**src/sv/assert_macros.svh**
```systemverilog
// assertion macros shared by the renderer modules
`ifndef ASSERT_MACROS_SVH
`define ASSERT_MACROS_SVH

`ifndef NO_ASSERTIONS

`define FSR_ASSERT(label, clk, rst_n, prop, msg) \
  label: assert property (@(posedge clk) disable iff (!rst_n) prop) else $error(msg);

`define FSR_ASSERT_RST(label, clk, prop, msg) \
  label: assert property (@(posedge clk) prop) else $error(msg);

`else

`define FSR_ASSERT(label, clk, rst_n, prop, msg)

`define FSR_ASSERT_RST(label, clk, prop, msg)

`endif

`endif

```
**src/sv/fsr_pkg.sv**
```systemverilog
// types and character constants for the format string renderer
`default_nettype none

package fsr_pkg;

  localparam logic [7:0] CH_NUL     = 8'h00;
  localparam logic [7:0] CH_PERCENT = 8'h25;
  localparam logic [7:0] CH_D       = 8'h64;
  localparam logic [7:0] CH_U       = 8'h75;
  localparam logic [7:0] CH_B       = 8'h62;
  localparam logic [7:0] CH_C       = 8'h63;
  localparam logic [7:0] CH_BANG    = 8'h21;
  localparam logic [7:0] CH_MINUS   = 8'h2d;
  localparam logic [7:0] CH_SPACE   = 8'h20;
  localparam logic [7:0] CH_ZERO    = 8'h30;
  localparam logic [7:0] CH_ONE     = 8'h31;

  typedef enum logic [1:0] {
    KIND_CHAR = 2'd0,
    KIND_SDEC = 2'd1,
    KIND_UDEC = 2'd2,
    KIND_BIN  = 2'd3
  } kind_t;

  // one classified item waiting for expansion
  typedef struct packed {
    kind_t      kind;
    logic       neg;
    logic [7:0] value;
  } cmd_t;

  // queue head as seen by the back end
  typedef struct packed {
    logic valid;
    cmd_t cmd;
  } q_head_t;

endpackage

`default_nettype wire

```
**src/sv/format_string_renderer_8bit.sv**
```systemverilog
// top level of the format string renderer: front end, command queue, back end
//
//   channel  direction  ports                                   handshake
//   in       input      in_fmt_char, in_arg_value               in_valid / in_ready
//   out      output     out_char, out_last_of_run               out_valid / out_ready
//
// one output character per cycle while out_ready holds; the back end sets the rate:
// 1 character per item (plain char, %c, %%, bad specifier), 3 (%u), 4 (%d), 8 (%b).
// items that give no characters (percent, terminator) never reach the queue.
// the front end keeps accepting items while the queue has room (QUEUE_DEPTH entries).
// reset is synchronous, active low; it clears string state, queue and output valid flag.
// a stall on the output holds the current character and lets the queue fill up.
`default_nettype none

module format_string_renderer_8bit #(
  parameter int QUEUE_DEPTH = 2
) (
  input  wire         clk,
  input  wire         rst_n,
  input  wire         in_valid,
  output logic        in_ready,
  input  wire  [7:0]  in_fmt_char,
  input  wire  [7:0]  in_arg_value,
  output logic        out_valid,
  input  wire         out_ready,
  output logic [7:0]  out_char,
  output logic        out_last_of_run
);

  logic              q_full;
  logic              push;
  fsr_pkg::cmd_t     push_cmd;
  logic              pop;
  fsr_pkg::q_head_t  head;

  fsr_front u_front (
    .clk          (clk),
    .rst_n        (rst_n),
    .in_valid     (in_valid),
    .in_ready     (in_ready),
    .in_fmt_char  (in_fmt_char),
    .in_arg_value (in_arg_value),
    .q_full       (q_full),
    .push         (push),
    .push_cmd     (push_cmd)
  );

  fsr_queue #(
    .DEPTH (QUEUE_DEPTH)
  ) u_queue (
    .clk      (clk),
    .rst_n    (rst_n),
    .push     (push),
    .push_cmd (push_cmd),
    .full     (q_full),
    .pop      (pop),
    .head     (head)
  );

  fsr_back u_back (
    .clk             (clk),
    .rst_n           (rst_n),
    .head            (head),
    .pop             (pop),
    .out_valid       (out_valid),
    .out_ready       (out_ready),
    .out_char        (out_char),
    .out_last_of_run (out_last_of_run)
  );

endmodule

`default_nettype wire

```
**src/sv/fsr_front.sv**
```systemverilog
// front end: takes format characters, tracks string state, classifies each item
`default_nettype none

module fsr_front (
  input  wire               clk,
  input  wire               rst_n,
  input  wire               in_valid,
  output logic              in_ready,
  input  wire  [7:0]        in_fmt_char,
  input  wire  [7:0]        in_arg_value,
  input  wire               q_full,
  output logic              push,
  output fsr_pkg::cmd_t     push_cmd
);

  logic       in_string_r, in_string_nxt;
  logic       after_pct_r, after_pct_nxt;
  logic [7:0] held_r, held_nxt;
  logic [7:0] held_eff;
  logic [7:0] held_neg;
  logic       gen;
  logic       accept;

  assign in_ready = !q_full;
  assign accept   = in_valid && in_ready;
  assign held_eff = in_string_r ? held_r : in_arg_value;
  assign held_neg = 8'd0 - held_eff;
  assign push     = accept && gen;

  always_comb begin
    in_string_nxt  = 1'b1;
    after_pct_nxt  = 1'b0;
    held_nxt       = held_eff;
    gen            = 1'b0;
    push_cmd.kind  = fsr_pkg::KIND_CHAR;
    push_cmd.neg   = 1'b0;
    push_cmd.value = in_fmt_char;
    if (after_pct_r) begin
      gen = 1'b1;
      case (in_fmt_char)
        fsr_pkg::CH_D: begin
          push_cmd.kind = fsr_pkg::KIND_SDEC;
          push_cmd.neg  = held_eff[7];
          // magnitude replaces the held value for the rest of the string
          if (held_eff[7]) begin
            held_nxt = held_neg;
          end
          push_cmd.value = held_nxt;
        end
        fsr_pkg::CH_U: begin
          push_cmd.kind  = fsr_pkg::KIND_UDEC;
          push_cmd.value = held_eff;
        end
        fsr_pkg::CH_B: begin
          push_cmd.kind  = fsr_pkg::KIND_BIN;
          push_cmd.value = held_eff;
        end
        fsr_pkg::CH_C: begin
          push_cmd.value = held_eff;
        end
        fsr_pkg::CH_PERCENT: begin
          push_cmd.value = fsr_pkg::CH_PERCENT;
        end
        fsr_pkg::CH_NUL: begin
          // terminator straight after a percent: flag it and end the string
          push_cmd.value = fsr_pkg::CH_BANG;
          in_string_nxt  = 1'b0;
        end
        default: begin
          push_cmd.value = fsr_pkg::CH_BANG;
        end
      endcase
    end else if (in_fmt_char == fsr_pkg::CH_NUL) begin
      in_string_nxt = 1'b0;
    end else if (in_fmt_char == fsr_pkg::CH_PERCENT) begin
      after_pct_nxt = 1'b1;
    end else begin
      gen = 1'b1;
    end
  end

  always_ff @(posedge clk) begin
    if (!rst_n) begin
      in_string_r <= 1'b0;
      after_pct_r <= 1'b0;
      held_r      <= 8'd0;
    end else if (accept) begin
      in_string_r <= in_string_nxt;
      after_pct_r <= after_pct_nxt;
      held_r      <= held_nxt;
    end
  end

endmodule

`default_nettype wire

```
**src/sv/fsr_queue.sv**
```systemverilog
// short command queue between front and back end
`default_nettype none

`include "assert_macros.svh"

module fsr_queue #(
  parameter int DEPTH = 2
) (
  input  wire               clk,
  input  wire               rst_n,
  input  wire               push,
  input  fsr_pkg::cmd_t     push_cmd,
  output logic              full,
  input  wire               pop,
  output fsr_pkg::q_head_t  head
);

  localparam int PW = (DEPTH > 1) ? $clog2(DEPTH) : 1;
  localparam int CW = $clog2(DEPTH + 1);

  fsr_pkg::cmd_t mem_r [DEPTH];
  logic [PW-1:0] wr_ptr_r, wr_ptr_nxt;
  logic [PW-1:0] rd_ptr_r, rd_ptr_nxt;
  logic [CW-1:0] count_r, count_nxt;

  assign full       = (count_r == CW'(DEPTH));
  assign head.valid = (count_r != '0);
  assign head.cmd   = mem_r[rd_ptr_r];

  always_comb begin
    wr_ptr_nxt = wr_ptr_r;
    rd_ptr_nxt = rd_ptr_r;
    count_nxt  = count_r;
    if (push) begin
      wr_ptr_nxt = (wr_ptr_r == PW'(DEPTH - 1)) ? '0 : wr_ptr_r + 1'b1;
    end
    if (pop) begin
      rd_ptr_nxt = (rd_ptr_r == PW'(DEPTH - 1)) ? '0 : rd_ptr_r + 1'b1;
    end
    if (push && !pop) begin
      count_nxt = count_r + 1'b1;
    end else if (pop && !push) begin
      count_nxt = count_r - 1'b1;
    end
  end

  always_ff @(posedge clk) begin
    if (!rst_n) begin
      wr_ptr_r <= '0;
      rd_ptr_r <= '0;
      count_r  <= '0;
    end else begin
      wr_ptr_r <= wr_ptr_nxt;
      rd_ptr_r <= rd_ptr_nxt;
      count_r  <= count_nxt;
    end
  end

  always_ff @(posedge clk) begin
    if (push) begin
      mem_r[wr_ptr_r] <= push_cmd;
    end
  end

  `FSR_ASSERT(a_no_push_when_full, clk, rst_n, full |-> !push, "push into full queue")
  `FSR_ASSERT(a_no_pop_when_empty, clk, rst_n, pop |-> head.valid, "pop from empty queue")

endmodule

`default_nettype wire

```
**src/sv/fsr_back.sv**
```systemverilog
// back end: expands each command into output register characters, one per unstalled cycle
`default_nettype none

`include "assert_macros.svh"

module fsr_back (
  input  wire               clk,
  input  wire               rst_n,
  input  fsr_pkg::q_head_t  head,
  output logic              pop,
  output logic              out_valid,
  input  wire               out_ready,
  output logic [7:0]        out_char,
  output logic              out_last_of_run
);

  logic            busy_r, busy_nxt;
  fsr_pkg::kind_t  kind_r;
  logic            neg_r;
  logic [7:0]      value_r;
  logic [2:0]      step_r;
  logic            out_valid_r, out_valid_nxt;
  logic [7:0]      out_char_r;
  logic            out_last_r;

  fsr_pkg::kind_t  cur_kind;
  logic            cur_neg;
  logic [7:0]      cur_val;
  logic [2:0]      cur_step;
  logic [7:0]      ch;
  logic            last;
  logic [7:0]      val_nxt;
  logic [1:0]      hund;
  logic [15:0]     prod;
  logic [3:0]      tens;
  logic            advance;
  logic            emit;

  assign advance = !out_valid_r || out_ready;
  assign emit    = advance && (busy_r || head.valid);
  assign pop     = advance && !busy_r && head.valid;

  // current work: the command in flight, or the queue head when starting fresh
  always_comb begin
    if (busy_r) begin
      cur_kind = kind_r;
      cur_neg  = neg_r;
      cur_val  = value_r;
      cur_step = step_r;
    end else begin
      cur_kind = head.cmd.kind;
      cur_neg  = head.cmd.neg;
      cur_val  = head.cmd.value;
      // unsigned decimal skips the sign position
      cur_step = (head.cmd.kind == fsr_pkg::KIND_UDEC) ? 3'd1 : 3'd0;
    end
  end

  assign hund = (cur_val >= 8'd200) ? 2'd2 : ((cur_val >= 8'd100) ? 2'd1 : 2'd0);
  // remainder below 100 here, so x*205>>11 equals x/10
  assign prod = {8'd0, cur_val} * 16'd205;
  assign tens = prod[14:11];

  always_comb begin
    ch      = cur_val;
    last    = 1'b1;
    val_nxt = cur_val;
    case (cur_kind)
      fsr_pkg::KIND_CHAR: begin
        ch   = cur_val;
        last = 1'b1;
      end
      fsr_pkg::KIND_SDEC, fsr_pkg::KIND_UDEC: begin
        case (cur_step)
          3'd0: begin
            ch   = cur_neg ? fsr_pkg::CH_MINUS : fsr_pkg::CH_SPACE;
            last = 1'b0;
          end
          3'd1: begin
            ch   = fsr_pkg::CH_ZERO + {6'd0, hund};
            last = 1'b0;
            case (hund)
              2'd2:    val_nxt = cur_val - 8'd200;
              2'd1:    val_nxt = cur_val - 8'd100;
              default: val_nxt = cur_val;
            endcase
          end
          3'd2: begin
            ch      = fsr_pkg::CH_ZERO + {4'd0, tens};
            last    = 1'b0;
            val_nxt = cur_val - 8'({4'd0, tens} * 8'd10);
          end
          default: begin
            ch   = fsr_pkg::CH_ZERO + {4'd0, cur_val[3:0]};
            last = 1'b1;
          end
        endcase
      end
      fsr_pkg::KIND_BIN: begin
        ch      = cur_val[7] ? fsr_pkg::CH_ONE : fsr_pkg::CH_ZERO;
        last    = (cur_step == 3'd7);
        val_nxt = {cur_val[6:0], 1'b0};
      end
      default: begin
        ch   = cur_val;
        last = 1'b1;
      end
    endcase
  end

  always_comb begin
    busy_nxt      = busy_r;
    out_valid_nxt = out_valid_r;
    if (emit) begin
      busy_nxt      = !last;
      out_valid_nxt = 1'b1;
    end else if (advance) begin
      out_valid_nxt = 1'b0;
    end
  end

  always_ff @(posedge clk) begin
    if (!rst_n) begin
      busy_r      <= 1'b0;
      out_valid_r <= 1'b0;
    end else begin
      busy_r      <= busy_nxt;
      out_valid_r <= out_valid_nxt;
    end
  end

  always_ff @(posedge clk) begin
    if (emit) begin
      kind_r     <= cur_kind;
      neg_r      <= cur_neg;
      value_r    <= val_nxt;
      step_r     <= cur_step + 3'd1;
      out_char_r <= ch;
      out_last_r <= last;
    end
  end

  assign out_valid       = out_valid_r;
  assign out_char        = out_char_r;
  assign out_last_of_run = out_last_r;

  `FSR_ASSERT(a_busy_has_output, clk, rst_n, busy_r |-> out_valid_r, "command in flight without pending output")
  `FSR_ASSERT(a_char_never_busy, clk, rst_n, busy_r |-> (kind_r != fsr_pkg::KIND_CHAR), "single character left work behind")
  `FSR_ASSERT(a_stall_holds_char, clk, rst_n, (out_valid_r && !out_ready) |=> $stable(out_char_r), "output character changed while stalled")
  `FSR_ASSERT_RST(a_reset_clears, clk, !rst_n |=> (!busy_r && !out_valid_r), "reset left back end active")

endmodule

`default_nettype wire
```
**config.mk**
```make
export PLATFORM = sky130hd
export DESIGN_NAME = format_string_renderer_8bit
export DESIGN_NICKNAME = d
export VERILOG_FILES = /design/src/sv/fsr_pkg.sv /design/src/sv/format_string_renderer_8bit.sv /design/src/sv/fsr_front.sv /design/src/sv/fsr_queue.sv /design/src/sv/fsr_back.sv
export VERILOG_INCLUDE_DIRS = /design/src /design/src/sv
export SDC_FILE = /design/constraint.sdc
export NUM_CORES = 1
export LEC_CHECK = 0
export BUFFER_PORTS_ARGS = -buffer_cell sky130_fd_sc_hd__buf_2
export CAP_MARGIN = 20
export CORE_ASPECT_RATIO = 1.2
export CORE_MARGIN = 5
export CORE_UTILIZATION = 35
export DETAILED_ROUTE_END_ITERATION = 10
export SLEW_MARGIN = 20
export SYNTH_ARGS = -nofsm -noshare
export SYNTH_HDL_FRONTEND = slang
export SYNTH_HIERARCHICAL = 1
export SYNTH_SLANG_ARGS = --single-unit
```
**constraint.sdc**
```tcl
create_clock -name clk -period 6.8 [get_ports clk]
set_clock_uncertainty 0.1 [all_clocks]
set_input_delay 0.34 -clock clk [delete_from_list [all_inputs] [get_ports clk]]
set_output_delay 0.34 -clock clk [all_outputs]
set_load 0.03 [all_outputs]
```
; Word level (Yosys, flattened, before mapping)
; Memory sizes are Yosys's and may differ from the RTL's. A register that Yosys moved wholly into a read port is not among the register bits.
; Cells that the tools add are included.
[totals]
regBits = 39
ram_bits = 22
input_bits = 20
wordCells = 111
memories = 1
[mem_list]
columns = memory, depth, word_bits, rd, rd_ports_with_merged_regs, write_ports, line
row1 = u_queue.mem_r, 2, 11, 1, 1, 1, fsr_queue.sv:21  ; fsr_pkg::cmd_t mem_r [DEPTH];
[classes]
addsub = 12
multipliers = 2
n_lt_le_gt_ge = 2
eq_ne = 15
n_mux = 41
reduce_logical = 24
[ops]
columns = cell, n
row1 = 8-bit one-hot mux with 3 select lines, 3
row2 = 8-bit one-hot mux with 2 select lines, 3
row3 = 8-bit two-way mux, 5
row4 = "8-bit by 7-bit == test with 1-bit output, second input constant", 4
row5 = 1-bit two-way mux, 21
row6 = "8-bit by 8-bit multiplier with 15-bit output, second input constant", 1
row7 = "6-bit by 4-bit adder with 7-bit output, first input constant", 2
row8 = 11-bit two-way mux, 1
row9 = "2-bit == test, second input constant", 5
row10 = "8-bit by 6-bit == test with 1-bit output, second input constant", 1
row11 = "8-bit by 7-bit >= comparator with 1-bit output, second input constant", 1
row12 = "8-bit >= comparator, second input constant", 1
row13 = 8-bit logical NOT, 1
row14 = 2-bit two-way mux, 4
row15 = "1-bit by 8-bit subtractor with 8-bit output, first input constant", 1
row16 = "8-bit by 7-bit subtractor with 8-bit output, second input constant", 1
row17 = 8-bit subtractor, 1
row18 = "8-bit subtractor, second input constant", 1
row19 = "6-bit by 2-bit adder with 7-bit output, first input constant", 1
row20 = 1-bit logical AND, 7
row21 = "4-bit by 3-bit multiplier with 7-bit output, second input constant", 1
row22 = 1-bit logical NOT, 6
row23 = 2-bit one-hot mux with 3 select lines, 1
row24 = 2-bit nonzero test, 3
row25 = 16 further kinds, 20

; Depth between registers and ports, before layout
[logic_depth]
ltp_word = 9
mapped_depth = 30
ltp_nobuf = 29

; Cells and area by module
; The synthesis kept the hierarchy.
[by_module_without_submodules]
columns = mod, instances, cells_each, area_per_inst_um2
row1 = fsr_back, 1, 363, 3372.0
row2 = fsr_front, 1, 151, 1148.6
row3 = fsr_queue, 1, 56, 1011.0

; Least setup slack after synthesis
; Ideal clock, no wire load.
[synth_path]
path_type = register to register
start = register with a tool-made name
end = register u_back.value_r[7] (data pin)
setup_time_ps = 264
arrival_time_ps = 6485
required_ps = 6436
slack_ps = -48
stages_incl_launch_ff = 31
path_cell_list = dfxtp_1 buf_2 mux2_2 mux2i_1 inv_1 ha_1 xnor2_1 ha_1 fa_1 inv_1 fa_1 inv_1 ha_1 o21ai_0 o21bai_1 o21ai_1 nand2_1 a21oi_1 xor2_1 inv_1 ha_1 ha_1 inv_1 fa_1 ha_1 o21ai_0 o21bai_1 a21oi_1 xnor2_1 mux4_2 nand3_1
[synth_lines]
columns = element, line
row1 = to (signal assigned), fsr_back.sv:136  ; value_r <= val_nxt;
row2 = to (decl), fsr_back.sv:20  ; logic [7:0] value_r;

==> metrics.txt <==
CP bufs+invs 4; Seq cells post-synth 62; Final HPWL DP 11500 um; Synth top area share 24.4%; starting density of the core 35.5%; Die Y 148 um; # clock sinks 62; Final setup viols 0; register area share after synthesis 30.6%; Synth async-reset ratio 0%; Mapped Area 5530 sq um; Hold Crit Class input pin to register; # IOs 31; row count 50; synth top area cells edfxtp_1 24%, ha_1 16%, dfxtp_1 6.2%, fa_1 4.0%, mux2i_1 3.3%; CTS H-Tree Depth 3; CTS tree done; Post-Route WL 14500 um; area grow syn2layout 20.2%; Tmin final 6590 ps; Longest Clk Path Bufs 2; DRC 0; clk slew on worst S/H paths 60 ps; Total GRT Usage 15.5%; Root Buffer Master clkbuf_16; CP required 6900 ps; hold slack 237 ps; CP Max Fanout 8; vias in the first global route 4433; Placeable Area 15600 sq um; DRC marker count from the first detailed-route iteration 223; startpoint types register; maximum number of pins on one net before global-route repair 26; I/O Buffers 30; DR vias 4547; top-count cell post-synth ha_1; worst rel slew slack 33.9%; top cells by count, synth 70 x ha_1, 48 x inv_1, 45 x edfxtp_1, 41 x nand2_1, 35 x nor2_1; Slowest-stage cell, CP fa_1; Final nets 742; WS Path Type register to register; Yosys cell types 80; main flop type after synthesis edfxtp_1; clk_lat worst skew 330 ps; Final ANT Viol Nets 0; via-per-instance ratio 5.32; Critical Path Sink Type register; initial antenna violation count 0; syn nets 671; Final WS setup 207 ps; Worst Path Arrival 6690 ps; gr ovfl total 0; first-pass GRT wire length 22900 um; Chip Width 125 um; Max-Cap Viols 0; 1st-pass router iterations 4; Synth Warn # 6; family with the most delay on the worst path adder cells; GPL Wtd Cong 0.922; Place WS -189 ps; final hold violations 0; fmax 152 MHz; slew at the pin closest to its max-slew limit 990 ps; EDFF count, synth 45; wire per inst 17.0 um; share of layout cells above drive strength 1 24.3%; Inserted Clock Buffers 9; die area 18400 sq um; antenna diode count 0; Yosys top cell by area edfxtp_1; max-slew violations 0; Post-Syn Area per Cell 9.70 sq um; hold buffers post-CTS 0; Syn Inst Count 570; status complete, no violations; crit share post-route 97.0%; Worst path max stage delay 530 ps
cell families (layout without fill, tap and decap cells):
| logic type | Yosys count | in the layout | share of synthesized area [%] |
|---|---|---|---|
| XOR/XNOR | 25 | 25 | 4.09 |
| AO/OA/AOI/OAI | 130 | 130 | 16.2 |
| flip-flops | 62 | 62 | 30.6 |
| multiplexers | 38 | 38 | 8.01 |
| AND/OR/NAND/NOR | 166 | 166 | 15.9 |
| adder cells (fa/ha/maj) | 81 | 81 | 19.8 |
| buffers and inverters | 68 | 144 | 5.32 |
registers in the layout, summed over array words and instances (netlist names), 2 cells and up, named ones only:
signal           flops
u_back/out_char      8
u_back/step_r        3
u_back/value_r       8
u_queue/mem_r       22
u_queue/count_r      2
u_front/held_r       8
u_back/kind_r        2
tightest hold or removal path, cell delays in order:
cell	delay, ps
buf_2	70
nand2b_1	140
a21oi_1	70
repair_timing:
item | in CTS | in global routing
setup endpoints to repair | 3 | 4
setup buffers | 0 | 12
pin swaps | 0 | 19
gates resized for setup | 5 | 31
endpoints found under the hold margin | 0 | 0
cell usage in the layout (no fill, tap or decap), types with 5 or more instances in the layout:
cell type  Yosys  final
mux2_4         1      5
a21boi_0       5      5
nor2_1        35     35
and2_1        13     13
clkbuf_16      0      9
buf_2          2     30
a211oi_1       8      7
o22ai_1        6      6
nor3_1        10     10
ha_1          70     62
nand2_1       41     41
edfxtp_1      45     45
o21ai_1        5      8
nor2b_1       13     12
dfxtp_1       17     15
a21oi_1       26     24
nor3b_1        5      5
inv_1         48     45
o21ai_0       28     25
nand3_1       14     14
or3_1          5      5
fa_1          11     10
mux2i_4        2      5
xnor2_1       20     18
buf_4          1     48
a31oi_1        5      5
mux2_2        16     12
mux2i_1       18     12
nand2b_1       6      5
per-layer routing:
layer / routed length, um / part of all wire (%) / vias up / global-route usage, %
met1: 5690 / 39 / 2159 / 17.4
met2: 7620 / 53 / 134 / 28.6
met4: 575 / 4.0 / 0 / 7.68
li1: - / - / 2211 / -
met5: 0 / 0 / - / 0
met3: 587 / 4.1 / 43 / 2.49
cell type report:
class | count | area [sq um]
inverter | 50 | 190
clock buffer | 9 | 225
timing repair buffer | 78 | 510
multi-input combinational | 440 | 3710
tap | 208 | 260
clock inverter | 7 | 55.1
fill | 1495 | 8930
sequential | 62 | 1700
through the flow:
stage | util (%) | setup TNS [ps] | instances | area [sq um]
after floorplan | - | 0 | 570 | 5540
final | 42.7 | 0 | 854 | 6650
after global routing | 42.7 | -78.9 | 854 | 6650
after global placement | 39.3 | -24.0 | 826 | 6120
after CTS | 41.2 | 0 | 842 | 6420
after detailed placement | 39.3 | -409 | 826 | 6120
path summary, 6_finish.rpt:
kind / cells after the start / slack [ps] / startpoint / end
worst max-delay path: 28 / 210 / register / u_back/value_r[7]
worst min-delay path: 3 / 240 / out_ready / u_back/busy_r
worst max register to register: 28 / 210 / register / u_back/value_r[7]
worst min register to register: 2 / 410 / u_queue/count_r[1] / u_queue/count_r[1]
Power is left out: the tool's default activity adds up to more than one toggle a clock period on the data nets, which glitch-free logic cannot reach.
